File: src/rtl/core/tsr_pkg.sv
// shared types, widths and the reciprocal table of the taylor sine core
package tsr_pkg;

    localparam int ANGLE_W       = 32;
    localparam int SUM_W         = 40;
    localparam int MAG_W         = 41;
    localparam int SQ_W          = 35;
    localparam int FACTOR_W      = 32;
    localparam int RECIP_W       = 29;
    localparam int TERM_W        = 4;
    localparam int MAX_TERMS_DEF = 8;
    localparam int RECIP_COUNT   = 11;

    localparam logic [TERM_W-1:0] TERM_COUNT_RST = TERM_W'(8);

    // round(2^31 / ((2i)(2i+1))) for i = 1 .. 11, q0.31
    localparam logic [RECIP_W-1:0] RECIP_Q31 [RECIP_COUNT] = '{
        29'd357913941, 29'd107374182, 29'd51130563, 29'd29826162,
        29'd19522579,  29'd13765921,  29'd10226113, 29'd7895160,
        29'd6279192,   29'd5113056,   29'd4244039
    };

    typedef struct packed {
        logic [SQ_W-1:0]         sq;
        logic [MAG_W-1:0]        mag;
        logic                    tneg;
        logic signed [SUM_W-1:0] sum;
        logic                    sat;
    } tsr_beat_t;

endpackage

File: src/rtl/core/tsr_front.sv
// front stage: angle magnitude, sign, rounded square and first term
module tsr_front (
    input  logic                         aclk,
    input  logic                         aresetn,
    input  logic                         in_valid,
    output logic                         in_ready,
    input  logic [tsr_pkg::ANGLE_W-1:0]  in_angle,
    output logic                         out_valid,
    input  logic                         out_ready,
    output tsr_pkg::tsr_beat_t           out_beat
);
    import tsr_pkg::*;

    localparam logic [63:0] ROUND28 = 64'd134217728;

    logic                 valid_reg;
    tsr_beat_t            beat_reg;
    tsr_beat_t            beat_next;
    logic                 neg;
    logic [ANGLE_W-1:0]   mag32;
    logic [63:0]          sq_full;

    assign in_ready  = !valid_reg || out_ready;
    assign out_valid = valid_reg;
    assign out_beat  = beat_reg;

    always_comb begin
        neg     = in_angle[ANGLE_W-1];
        // the most negative angle gives 2^31, which still fits unsigned
        mag32   = neg ? (~in_angle + ANGLE_W'(1)) : in_angle;
        sq_full = 64'(mag32) * 64'(mag32) + ROUND28;
        beat_next.sq   = sq_full[28 +: SQ_W];
        beat_next.mag  = MAG_W'(mag32);
        beat_next.tneg = neg;
        beat_next.sum  = neg ? -$signed(SUM_W'(mag32)) : $signed(SUM_W'(mag32));
        beat_next.sat  = 1'b0;
    end

    always_ff @(posedge aclk) begin
        if (!aresetn) begin
            valid_reg <= 1'b0;
        end else if (in_ready) begin
            valid_reg <= in_valid;
        end
    end

    always_ff @(posedge aclk) begin
        if (in_ready && in_valid) begin
            beat_reg <= beat_next;
        end
    end

endmodule

File: config.mk
export PLATFORM = sky130hd
export DESIGN_NAME = tsr_front
export DESIGN_NICKNAME = d
export VERILOG_FILES = /design/src/rtl/core/tsr_pkg.sv /design/src/rtl/core/tsr_front.sv
export SDC_FILE = /design/constraint.sdc
export NUM_CORES = 2
export LEC_CHECK = 0
export ABC_AREA = 1
export BUFFER_PORTS_ARGS = -buffer_cell sky130_fd_sc_hd__buf_2
export CORE_ASPECT_RATIO = 0.9
export CORE_MARGIN = 10
export CORE_UTILIZATION = 40
export DETAILED_ROUTE_END_ITERATION = 8
export PLACE_DENSITY = 0.59
export SKIP_LAST_GASP = 1
export SYNTH_ARGS = -nofsm -noshare
export SYNTH_HDL_FRONTEND = slang
export SYNTH_SLANG_ARGS = --single-unit
File: constraint.sdc
create_clock -name aclk -period 16.4 [get_ports aclk]
set_input_delay 3.28 -clock aclk [delete_from_list [all_inputs] [get_ports aclk]]
set_output_delay 3.28 -clock aclk [all_outputs]
set_load 0.1 [all_outputs]
# Word level (Yosys, flattened, before mapping)
# Index checks and enable logic that the tools add are counted.
[word_totals]
reg_bits = 109
inputBits = 36
output_inout_bits = 120
word_cells = 16
[op_classes]
addsub = 3
n_mul = 1
n_mux = 2
bitwise = 1
n_reduce_logical = 3
[op_table]
columns = ["cell", "n"]
rows = [
  ["32-bit 2-to-1 mux", 2],
  ["63-bit by 28-bit adder with 63-bit output, second input constant", 1],
  ["32-bit by 32-bit multiplier with 63-bit output", 1],
  ["32-bit negation with 40-bit output", 1],
  ["32-bit by 1-bit adder with 32-bit output, second input constant", 1],
  ["32-bit inverter", 1],
  ["1-bit logical AND", 1],
  ["1-bit logical NOT", 1],
  ["1-bit logical OR", 1],
]

# Longest topological paths before layout
[depth]
ltp_word = 5
mapped_depth = 42
mapped_depth_nobuf = 40

# Least setup slack after synthesis
# Ideal clock, no wire load.
[synth_path]
path_type = "input -> register"
from = "in in_angle[0] (netlist name)"
to = "reg beat_reg (netlist bit out_beat[112]), data pin"
setup_ns = 0.252
t_arrival_ns = 10.484
slack_ns = 5.664
stages = 37
cell_sequence = "inv_2 clkbuf_1 ha_1 nand3_1 inv_1 nand2_1 nand2_2 nand2_1 nand2_1 buf_2 buf_1 nand2_1 fa_1 inv_1 fa_1 inv_1 fa_1 fa_1 inv_1 fa_1 inv_1 fa_1 inv_1 fa_1 inv_1 fa_1 inv_1 ha_1 a21oi_1 o21ai_0 a21boi_0 o21ai_0 a21oi_1 nand3b_1 nand2_1 nand2_1 nand2_1"
[synth_lines]
columns = ["element", "line", "text"]
rows = [
  ["from (decl)", "tsr_front.sv:7", "input logic [tsr_pkg::ANGLE_W-1:0] in_angle,"],
  ["to (signal assigned)", "tsr_front.sv:49", "beat_reg <= beat_next;"],
  ["to (decl)", "tsr_front.sv:17", "tsr_beat_t beat_reg;"],
]

==> summary.md <==
| Metric | Value |
|---|---|
| Avg Cell Area, Syn | just under 9 um^2 |
| Worst slack, placed | 3.46 ns |
| Area grow syn2layout | 7.11% |
| Layout Nets | 5272 |
| Max_cap viols | 0 |
| DRT Wirelength | 115000 um |
| RSZ-0062 raised after global routing | no |
| Share of the synthesized area in the top cell type | 46.6% |
| EDFF count, synth | between 100 and 150 |
| Synth cell count leaders | inv_1, fa_1, nand2_1 |
| First-pass GRT wire length | 176000 um |
| Clock buffer depth | 2 |
| Gr ovfl total | 0 |
| Std cell rows | 102 |
| Worst Path Max Fanout | 25 |
| Setup ws final | 3.62 ns |
| Cell taking the most area after synthesis | fa_1 |
| Setup Fix Bufs, Post-CTS | 0 |
| Buf/Inv on CP | 4 |
| Top delay family on crit path | adder cells |
| Sequential cell area | 3230 um^2 |
| CP max-delay cell | nand2_1 |
| Startpoint Class | primary input |
| Setup violators final | 0 |
| Clk slew on worst S/H paths | 0.10 ns |
| Max-slew violations | 0 |
| Post-CTS Resized | 0 |
| Ys async rst share | 0% |
| Vias in the first global route | 28000 |
| Critical path endpoint category | register |
| Yosys cell types | 48 |
| Synth Flop Type | edfxtp_1 |
| Period utilization | 77.9% |
| Crit path DAT | 12.98 ns |
| Post-route clock skew | roughly 0.031 ns |
| Port bufs | 145 |
| Class of the most critical setup path | in2reg |
| Minimum clock period | 12.78 ns |
| Total number of vias | 26500 |
| Die area | 99400 um^2 |
| Via density | 5.00 |
| Slew headroom | 31.0% |
| Ratio of cells with drive above 1 in the final layout | between 6 and 7% |
| Fin area | between 30000 and 40000 um^2 |
| # IOs | 156 |
| Post-Syn Instances | between 4000 and 5000 |
| # clock sinks | around 110 |
| Multi-input gate area | 26700 um^2 |
| Worst EP required | approximately 17 ns |
| GRT Resource Usage Total | about a quarter |
| Filler Cells Inserted | 8767 |
| DR WL/cell | 21.7 um |
| Post-Syn Area | 34900 um^2 |
| RD Place Congestion | 0.973 |
| Fmax achieved | 78.2 MHz |
| Chip Height | 300 um |
| Post-DRT Antenna Nets | 0 |
| TritonCTS Buffers | 9 |
| Core area | about 86000 um^2 |
| Detailed Place HPWL | about 93000 um |
| Hold Fails Final Rpt | 0 |
| Initial antenna violation count | 8 |
| Worst-Margin Slew | slightly above 1 ns |
| CTS Root Cell | clkbuf_16 |
| DRT iter0 DRCs | 2344 |
| Hold Path Class | reg2reg |
| CTS tree | built |
| DRT Pass-1 Iters | 5 |
| Status | complete, no violations |
| Clock Latency Late Sink | 0.45 ns |
| Dpl cell area | 37000 um^2 |
| Crit path largest cell delay | 0.69 ns |
| Most common cell in the synthesized netlist | inv_1 |
| Hold buffer count at CTS | 0 |
| Synth area leaders | fa_1, inv_1, ha_1 |
| Final routed DRC violation total | 0 |
| Die Wd | 331 um |
| H-tree depth | 3 |
| Diode count | 0 |
| Setup_tns | 0 ns |
| Flops & latches, synth | 108 |
| Post-synthesis sequential area ratio | 9.27% |
| Initial Utilization | 40.4% |
| Top cell by count, worst path | fa_1 |
| Ys Warns | 0 |
| Largest net degree at the start of global routing | between 60 and 70 |
## sequential cells by signal, summed over array words and instances, names as in the netlist
| signal | count |
|---|---|
| out_valid | 1 |
| out_beat | 107 |
## final cells by class
class	count	share of cell area (%)
Timing Repair Buffer	193	2.91
Multi-Input combinational cell	2606	71.4
Tap cell	1144	3.83
Inverter	1226	12.3
Clock buffer	10	0.613
Clock inverter	6	0.214
Sequential cell	108	8.66
## worst paths after layout
check | cells past startpoint | slack [ns] | endpoint | startpoint
setup reg to reg | 2 | 14.65 | out_beat[4] | out_valid
setup / recovery | 29 | 3.62 | out_beat[96] | in_angle[4]
hold reg to reg | 2 | 0.55 | out_valid | out_valid
hold / removal | 2 | 0.55 | out_valid | out_valid
## worst min-delay path: stages, from the launching register on
cell and delay (ns):
dfxtp_1 0.36, nand2_1 0.09, a21boi_0 0.07
## placed cells by master (no fill, tap or decap), types with 48 or more instances in the layout
cell type and n:
ha_1 280, nand3_1 77, nand2_1 509, xor2_1 51, fa_1 812, buf_4 48
nor2_1 492, buf_2 145, inv_1 1205, a21oi_1 101, o21ai_0 71, edfxtp_1 107
## cell families after synthesis
family          count (synthesis)  share of synthesized area (%)
buf+inv                      1333                           14.6
simple gates                 1180                           13.9
fa+ha+maj                    1092                           56.7
compound gates                230                           3.68
flops                         108                           9.27
xor+xnor                       68                           1.81
other cells                     2                         0.0215
## metal layers
layer	wire length, um	vias up	GRT usage, %	share of wire, %
met5	112	-	0	0.098
met4	3130	16	5.82	2.7
met3	11600	175	5.76	10
met2	50300	1143	36.0	44
met1	49400	13300	34.1	43
li1	-	11800	-	-
## through the flow
step                hold slack, ns  std cells  utilization (%)
CTS                          0.562       5293             43.3
detailed placement           0.545       5277             42.9
finish                       0.553       5293             43.3
floorplan                     1.70       4047                -
global placement             0.536       5277             42.9
global route                 0.608       5293             43.3
Power is left out: the tool's default activity adds up to more than one toggle a clock period on the data nets, which glitch-free logic cannot reach.
