--- config.mk ---
export PLATFORM = sky130hd
export DESIGN_NAME = tsr_term_cell
export DESIGN_NICKNAME = d
export VERILOG_FILES = /design/src/rtl/core/tsr_pkg.sv /design/src/rtl/core/tsr_term_cell.sv
export SDC_FILE = /design/constraint.sdc
export NUM_CORES = 2
export LEC_CHECK = 0
export ABC_AREA = 1
export BUFFER_PORTS_ARGS = -buffer_cell sky130_fd_sc_hd__buf_2
export CORE_MARGIN = 10
export CORE_UTILIZATION = 60
export CTS_BUF_LIST = sky130_fd_sc_hd__clkbuf_4 sky130_fd_sc_hd__clkbuf_8 sky130_fd_sc_hd__clkbuf_16
export DETAILED_ROUTE_END_ITERATION = 8
export GPL_TIMING_DRIVEN = 0
export HOLD_SLACK_MARGIN = 0.02
export PLACE_DENSITY = 0.83
export SYNTH_ARGS = -nofsm -noshare
export SYNTH_HDL_FRONTEND = slang
export SYNTH_SLANG_ARGS = --single-unit
--- constraint.sdc ---
create_clock -name aclk -period 22.3 [get_ports aclk]
set_input_delay 1.115 -clock aclk [delete_from_list [all_inputs] [get_ports aclk]]
set_output_delay 1.115 -clock aclk [all_outputs]
set_load 0.02 [all_outputs]
--- src/rtl/core/tsr_pkg.sv ---
// shared types, widths and the reciprocal table of the taylor sine core
package tsr_pkg;

    localparam int ANGLE_W       = 32;
    localparam int SUM_W         = 40;
    localparam int MAG_W         = 41;
    localparam int SQ_W          = 35;
    localparam int FACTOR_W      = 32;
    localparam int RECIP_W       = 29;
    localparam int TERM_W        = 4;
    localparam int MAX_TERMS_DEF = 8;
    localparam int RECIP_COUNT   = 11;

    localparam logic [TERM_W-1:0] TERM_COUNT_RST = TERM_W'(8);

    // round(2^31 / ((2i)(2i+1))) for i = 1 .. 11, q0.31
    localparam logic [RECIP_W-1:0] RECIP_Q31 [RECIP_COUNT] = '{
        29'd357913941, 29'd107374182, 29'd51130563, 29'd29826162,
        29'd19522579,  29'd13765921,  29'd10226113, 29'd7895160,
        29'd6279192,   29'd5113056,   29'd4244039
    };

    typedef struct packed {
        logic [SQ_W-1:0]         sq;
        logic [MAG_W-1:0]        mag;
        logic                    tneg;
        logic signed [SUM_W-1:0] sum;
        logic                    sat;
    } tsr_beat_t;

endpackage

--- src/rtl/core/tsr_term_cell.sv ---
// one series term: factor, term product, magnitude clip, running sum
module tsr_term_cell #(
    parameter int CELL_IDX = 1
) (
    input  logic                         aclk,
    input  logic                         aresetn,
    input  logic [tsr_pkg::TERM_W-1:0]   term_limit,
    input  logic                         in_valid,
    output logic                         in_ready,
    input  tsr_pkg::tsr_beat_t           in_beat,
    output logic                         out_valid,
    input  logic                         out_ready,
    output tsr_pkg::tsr_beat_t           out_beat
);
    import tsr_pkg::*;

    localparam logic [RECIP_W-1:0] RECIP    = RECIP_Q31[CELL_IDX-1];
    localparam logic [TERM_W-1:0]  IDX      = TERM_W'(CELL_IDX);
    localparam logic [63:0]        ROUND31  = 64'h0000_0000_4000_0000;
    localparam logic [64:0]        ROUND28  = 65'd134217728;
    localparam logic [MAG_W-1:0]   MAG_CLIP = MAG_W'(1) << (MAG_W - 1);

    // stage valids
    logic v1_reg, v2_reg, v3_reg, v4_reg;
    logic rdy1, rdy2, rdy3, rdy4;

    // stage payloads
    tsr_beat_t             b1_reg, b2_reg, b3_reg, b4_reg;
    logic [FACTOR_W-1:0]   f_reg;
    logic [63:0]           plo_reg;
    logic [MAG_W-1:0]      phi_reg;

    logic [FACTOR_W-1:0]   f_next;
    logic [63:0]           fprod;
    logic [63:0]           plo_next;
    logic [MAG_W-1:0]      phi_next;
    logic [64:0]           plo_rnd;
    logic [45:0]           mag_full;
    logic [MAG_W-1:0]      mag_next;
    tsr_beat_t             b3_next;
    logic signed [41:0]    sum_wide;
    logic signed [41:0]    term_s;
    tsr_beat_t             b4_next;
    logic                  active;
    logic                  ovf;

    assign rdy4      = !v4_reg || out_ready;
    assign rdy3      = !v3_reg || rdy4;
    assign rdy2      = !v2_reg || rdy3;
    assign rdy1      = !v1_reg || rdy2;
    assign in_ready  = rdy1;
    assign out_valid = v4_reg;
    assign out_beat  = b4_reg;
    assign active    = IDX < term_limit;

    // factor = round(sq * r / 2^31)
    always_comb begin
        fprod  = 64'(in_beat.sq) * 64'(RECIP) + ROUND31;
        f_next = fprod[31 +: FACTOR_W];
    end

    // term product split into low and high partial products
    always_comb begin
        plo_next = 64'(b1_reg.mag[31:0]) * 64'(f_reg);
        phi_next = MAG_W'(b1_reg.mag[MAG_W-1:32]) * MAG_W'(f_reg);
    end

    always_comb begin
        plo_rnd  = {1'b0, plo_reg} + ROUND28;
        mag_full = {1'b0, phi_reg, 4'b0000} + 46'(plo_rnd[64:28]);
        if ((mag_full[45:41] != 5'd0) || (mag_full[40] && (mag_full[39:0] != 40'd0))) begin
            mag_next = MAG_CLIP;
        end else begin
            mag_next = mag_full[MAG_W-1:0];
        end
        b3_next      = b2_reg;
        b3_next.mag  = mag_next;
        b3_next.tneg = !b2_reg.tneg;
    end

    // running sum, clipped to the 40 bit range
    always_comb begin
        b4_next  = b3_reg;
        term_s   = $signed({1'b0, b3_reg.mag});
        sum_wide = 42'($signed(b3_reg.sum)) + (b3_reg.tneg ? -term_s : term_s);
        ovf      = !((sum_wide[41:39] == 3'b000) || (sum_wide[41:39] == 3'b111));
        if (active) begin
            if (ovf) begin
                b4_next.sum = sum_wide[41] ? {1'b1, {(SUM_W-1){1'b0}}}
                                           : {1'b0, {(SUM_W-1){1'b1}}};
                b4_next.sat = 1'b1;
            end else begin
                b4_next.sum = sum_wide[SUM_W-1:0];
            end
        end
    end

    always_ff @(posedge aclk) begin
        if (!aresetn) begin
            v1_reg <= 1'b0;
            v2_reg <= 1'b0;
            v3_reg <= 1'b0;
            v4_reg <= 1'b0;
        end else begin
            if (rdy1) begin
                v1_reg <= in_valid;
            end
            if (rdy2) begin
                v2_reg <= v1_reg;
            end
            if (rdy3) begin
                v3_reg <= v2_reg;
            end
            if (rdy4) begin
                v4_reg <= v3_reg;
            end
        end
    end

    always_ff @(posedge aclk) begin
        if (rdy1 && in_valid) begin
            b1_reg <= in_beat;
            f_reg  <= f_next;
        end
        if (rdy2 && v1_reg) begin
            b2_reg  <= b1_reg;
            plo_reg <= plo_next;
            phi_reg <= phi_next;
        end
        if (rdy3 && v2_reg) begin
            b3_reg <= b3_next;
        end
        if (rdy4 && v3_reg) begin
            b4_reg <= b4_next;
        end
    end

endmodule
== Yosys cells after proc, flatten, opt, wreduce, memory -nomap -nowiden ==
Cells that the tools add are included.
Cells by class
  multipliers: 3
  multiplexer cells: 5
  $add $sub $neg: 5
  $lt $le $gt $ge: 1
  reduce and logical (&&, ||, !) cells: 19
  equal/unequal tests: 1
Operator list (count)
  $mux 40: 2
  $add 64x28->65 const B: 1
  $mul 32x32->64: 1
  $add 63x31->63 const B: 1
  $mul 35x29->63 const B: 1
  $add 45x37->46: 1
  $add 40x42->42: 1
  $mux 42: 1
  $neg 41->42: 1
  $mul 9x32->41: 1
  $mux 41: 1
  $reduce_bool 40->1: 1
  $logic_or 1x1->1: 6
  $logic_and 1x1->1: 5
  $logic_not 1->1: 5
  $reduce_bool 5->1: 1
  $lt 1x4->1 const A: 1
  $eq 3x3->1 const B: 1
  $logic_not 3->1: 1
  $mux 1: 1
Storage, ports and cells
  output and inout port bits: 120
  logic and storage cells: 60
  flip-flop bits (word level): 572

== Depth between registers and ports, before layout ==
  word-level depth: 7
  gate-level depth with buffers: 34
  depth with buffers taken out: 32

== Worst setup path after synthesis ==
OpenSTA, ideal clock, no wires.
  kind: input port to flip-flop
  start: in out_ready
  end: reg b1_reg[0] (netlist name), enable pin
  stages: 8
  required time: 21.635 ns
  path buffers: 0
  setup slack: 13.876 ns
  data arrival time: 7.759 ns
  library setup time: 0.665 ns
  cell sequence: nor2_1 -> inv_1 -> nor2_1 -> inv_1 -> nor2_1 -> inv_1 -> nor2_1 -> nor2_1
Between the ends
  longest elaborated chain between the ends: 5
Ends and longest elaborated chain
  start: declaration: RTL line tsr_term_cell.sv:12  | input logic out_ready,
  $logic_or 1x1->1: RTL line tsr_term_cell.sv:47  | assign rdy4 = !v4_reg || out_ready;
  $logic_or 1x1->1: RTL line tsr_term_cell.sv:48  | assign rdy3 = !v3_reg || rdy4;
  $logic_or 1x1->1: RTL line tsr_term_cell.sv:49  | assign rdy2 = !v2_reg || rdy3;
  $logic_or 1x1->1: RTL line tsr_term_cell.sv:50  | assign rdy1 = !v1_reg || rdy2;
  $logic_and 1x1->1: RTL line tsr_term_cell.sv:121  | if (rdy1 && in_valid) begin
  end signal: assignment: RTL line tsr_term_cell.sv:122  | b1_reg <= in_beat;
  end: declaration: RTL line tsr_term_cell.sv:28  | tsr_beat_t b1_reg, b2_reg, b3_reg, b4_reg;
No other way between the ends.
A chain may end at the register's enable or synchronous reset.

== Worst setup path after layout ==
  start: reg f_reg[18]
  end: reg plo_reg[63] (data pin)
Between the ends
  longest elaborated chain between the ends: 1
Ends and longest elaborated chain
  start: declaration: RTL line tsr_term_cell.sv:29  | logic [FACTOR_W-1:0] f_reg;
  start signal: assignment: RTL line tsr_term_cell.sv:123  | f_reg <= f_next;
  $mul 32x32->64: RTL line tsr_term_cell.sv:64  | plo_next = 64'(b1_reg.mag[31:0]) * 64'(f_reg);
  net plo_next[63]: RTL line tsr_term_cell.sv:35  | logic [63:0] plo_next;
  end signal: assignment: RTL line tsr_term_cell.sv:127  | plo_reg <= plo_next;
  end: declaration: RTL line tsr_term_cell.sv:30  | logic [63:0] plo_reg;
The timed path passes the listed nets, and every way through them passes these cells.

==> results.yml <==
route:
  vias: 68300
  ant_nets: 0
  dr.pass1.iters: 9
  post_drt_wl_per_cell_um: 24.5
  drtIter0Drc: 7560
  vias_per_cell: 5.68
  wirelength_mm: 294
  drc_errors: 1
yosys:
  synthArstFlopShare: 0
  synthCells: 9767
  synth_top_area_frac: 0.349
  yosys_warnings: 0
  synth_largest_area_cell: "fa_1"
  syn_area_sq_mm: 0.0849
  yosys-top-cells-area: "fa_1 (35%), edfxtp_1 (19%), inv_1 (13%)"
  avgSynthCellArea_sq_um: 8.70
  ys_seq_area_frac: 0.192
  synthesis.nets: 12100
  ys_types: 60
  synth-edff-count: 541
  ys.flop_type: "edfxtp_1"
  ys_seq_elements: 545
floorplan:
  die_w_um: 396
  pin_count: 246
  core-area_sq_mm: 0.140
  num_rows: 137
  die_area_sq_mm: 0.157
  die_y_um: 396
  start_util: 0.606
timing:
  drv_slew: 24
  setup_tns_ps: 0
  max-slew-margin-rel: -0.0395
  skew_ps: 65.5
  fmax_mhz: 108
  hold_viol: 0
  worst_slack_ps: 13060
  setup-violations-final: 0
  fin_crit_sh: 0.414
  rsz0062_at_grt: "false"
  worst_pin_slew_ps: 1560
  period_minus_slack_ps: 9240
status:
  status: "complete, but fails checks"
  violations: "DRC, capacitance limit, slew limit"
finish:
  mostFrequentLayoutCells: "inv_1 (2834), nand2_1 (2122), fa_1 (1482)"
  final_common_cell: "inv_1"
  areaGrowthSynthToFinish_pct: 6.92
  fill_cells: 11700
  register_area_sq_mm: 0.0163
  nets: 12400
  multi_input_area_sq_mm: 0.0568
  drive_above_1_share: 0.0432
clock_network:
  htreeDepth: 2
  cts_hold_buf: 0
  cts_setup_buffers: 0
  clockBufferDepth: 3
  postCtsResizedCells: 0
  clk_pin_slew_ps: 80
  clock_sinks: 545
  cts_tree: "done"
  root_buffer: "clkbuf_16"
  clock_latency_ps: 730
  cts_buffers: 58
worst_hold_path:
  holdCritPathClass: "flop to flop"
  hp-start: "b2_reg[97]"
  min_to: "b3_reg[97]"
  whs_path_depth: 0
worst_setup_path:
  r2r-end: "plo_reg[63]"
  crit_path_start_kind: "flop"
  critPathKind: "flop to flop"
  cp_data_arrival_time_ps: 9660
  required_ps: 22730
  cp_max_fo: 10
  crit_start: "f_reg[18]"
  ff2ff_path_depth: 21
  timing.rr.start: "f_reg[18]"
  end_kind: "flop"
  r2r_slack_ps: 13060
placement:
  dpl.hpwl_mm: 248
  placement.io_buffers: 244
  pre_cts_ws_ps: 13660
  place.gp.congestion: 1.09
grt:
  grt_pass1_wl_mm: 436
  grt_usage: 0.373
  grt_pass1_vias: 70400
  grt_antenna_before_repair: 6
  grt_max_degree: 80
  grt-ovfl-total: 0
run:
  max_cap_violations: 2
## layer usage
| layer | wire [um] | vias to the layer above | GRT usage |
|---|---|---|---|
| met5 | 322 | - | 0.0120 |
| met4 | 19300 | 12 | 0.184 |
| met3 | 40600 | 994 | 0.135 |
| met2 | 125000 | 4420 | 0.562 |
| met1 | 109000 | 33400 | 0.475 |
| li1 | - | 29500 | - |
## kinds of logic (layout without fill, tap and decap cells)
group,after synthesis,count (layout),share of synthesized area
adders and majority gates,2239,2239,0.461
buffers and inverters,3141,3506,0.140
xor gates and xnor gates,230,230,0.0238
and+or+nand+nor,2901,2901,0.137
DFF,545,545,0.192
AOI/OAI and AO/OA,711,711,0.0467
other,0,6,0
## cell type report
cell class,count,area share
inverter,2839,0.117
tap,1876,0.0258
clock buffer,64,0.0167
multi-input combinational,6081,0.625
timing repair buffer,256,0.0164
clock inverter,45,0.00535
sequential,545,0.180
antenna,6,0.000165
buffer,302,0.0133
## through the flow
| step | instances | utilization | hold WS [ps] | area (sq um) |
|---|---|---|---|---|
| 2_1_floorplan | 9767 | - | 400 | 84900 |
| 3_3_place_gp | 11900 | 0.632 | 400 | 88500 |
| 3_5_place_dp | 11900 | 0.634 | 405 | 88800 |
| 4_1_cts | 12000 | 0.648 | 414 | 90800 |
| 5_1_grt | 12000 | 0.648 | 411 | 90800 |
| 6_report | 12000 | 0.648 | 412 | 90800 |
## how the worst max path moves through the flow
stage | end | slack, ps | depth (start not counted)
after floorplan | b1_reg[0] | 13880 | 8
after global placement | b1_reg[57] | 9370 | 9
after detailed placement | plo_reg[63] | 13660 | 21
after CTS | plo_reg[63] | 13570 | 21
after global routing | plo_reg[63] | 13040 | 21
final | plo_reg[63] | 13060 | 21
## critical path, cell delays in order (launching register included)
cell and delay [ps]:
edfxtp_1 590, clkbuf_1 520, clkbuf_1 1040, nand2_1 190, fa_1 580, fa_1 620
inv_1 70, fa_1 480, fa_1 660, fa_1 480, fa_1 410, fa_1 650
ha_1 290, ha_1 410, a21oi_1 480, o21ai_0 220, a21boi_0 340, a21boi_0 380
nor2_1 100, a211oi_1 240, a21o_1 160, nand2_1 40
## synth_stat cells, types with 5 or more instances
| cell type | count |
|---|---|
| o2111ai_1 | 5 |
| nand4_1 | 47 |
| nand2_2 | 5 |
| o31ai_1 | 8 |
| xnor2_1 | 86 |
| o21bai_1 | 21 |
| edfxtp_1 | 541 |
| a21o_1 | 24 |
| nand3_1 | 124 |
| nand3b_1 | 5 |
| a31oi_1 | 52 |
| buf_4 | 5 |
| o211ai_1 | 12 |
| a21boi_0 | 15 |
| a211oi_1 | 8 |
| nand2_1 | 2122 |
| ha_1 | 757 |
| fa_1 | 1482 |
| clkbuf_1 | 286 |
| xor2_1 | 143 |
| inv_1 | 2836 |
| o21ai_0 | 173 |
| nor2_4 | 22 |
| nor4_1 | 16 |
| nor2_2 | 26 |
| o221ai_1 | 5 |
| nor3_1 | 43 |
| o21a_1 | 17 |
| nor2_1 | 472 |
| a21oi_1 | 355 |
Power is not shown: default switching activity piles up to over one toggle a cycle in this logic, so the estimate is an artifact.
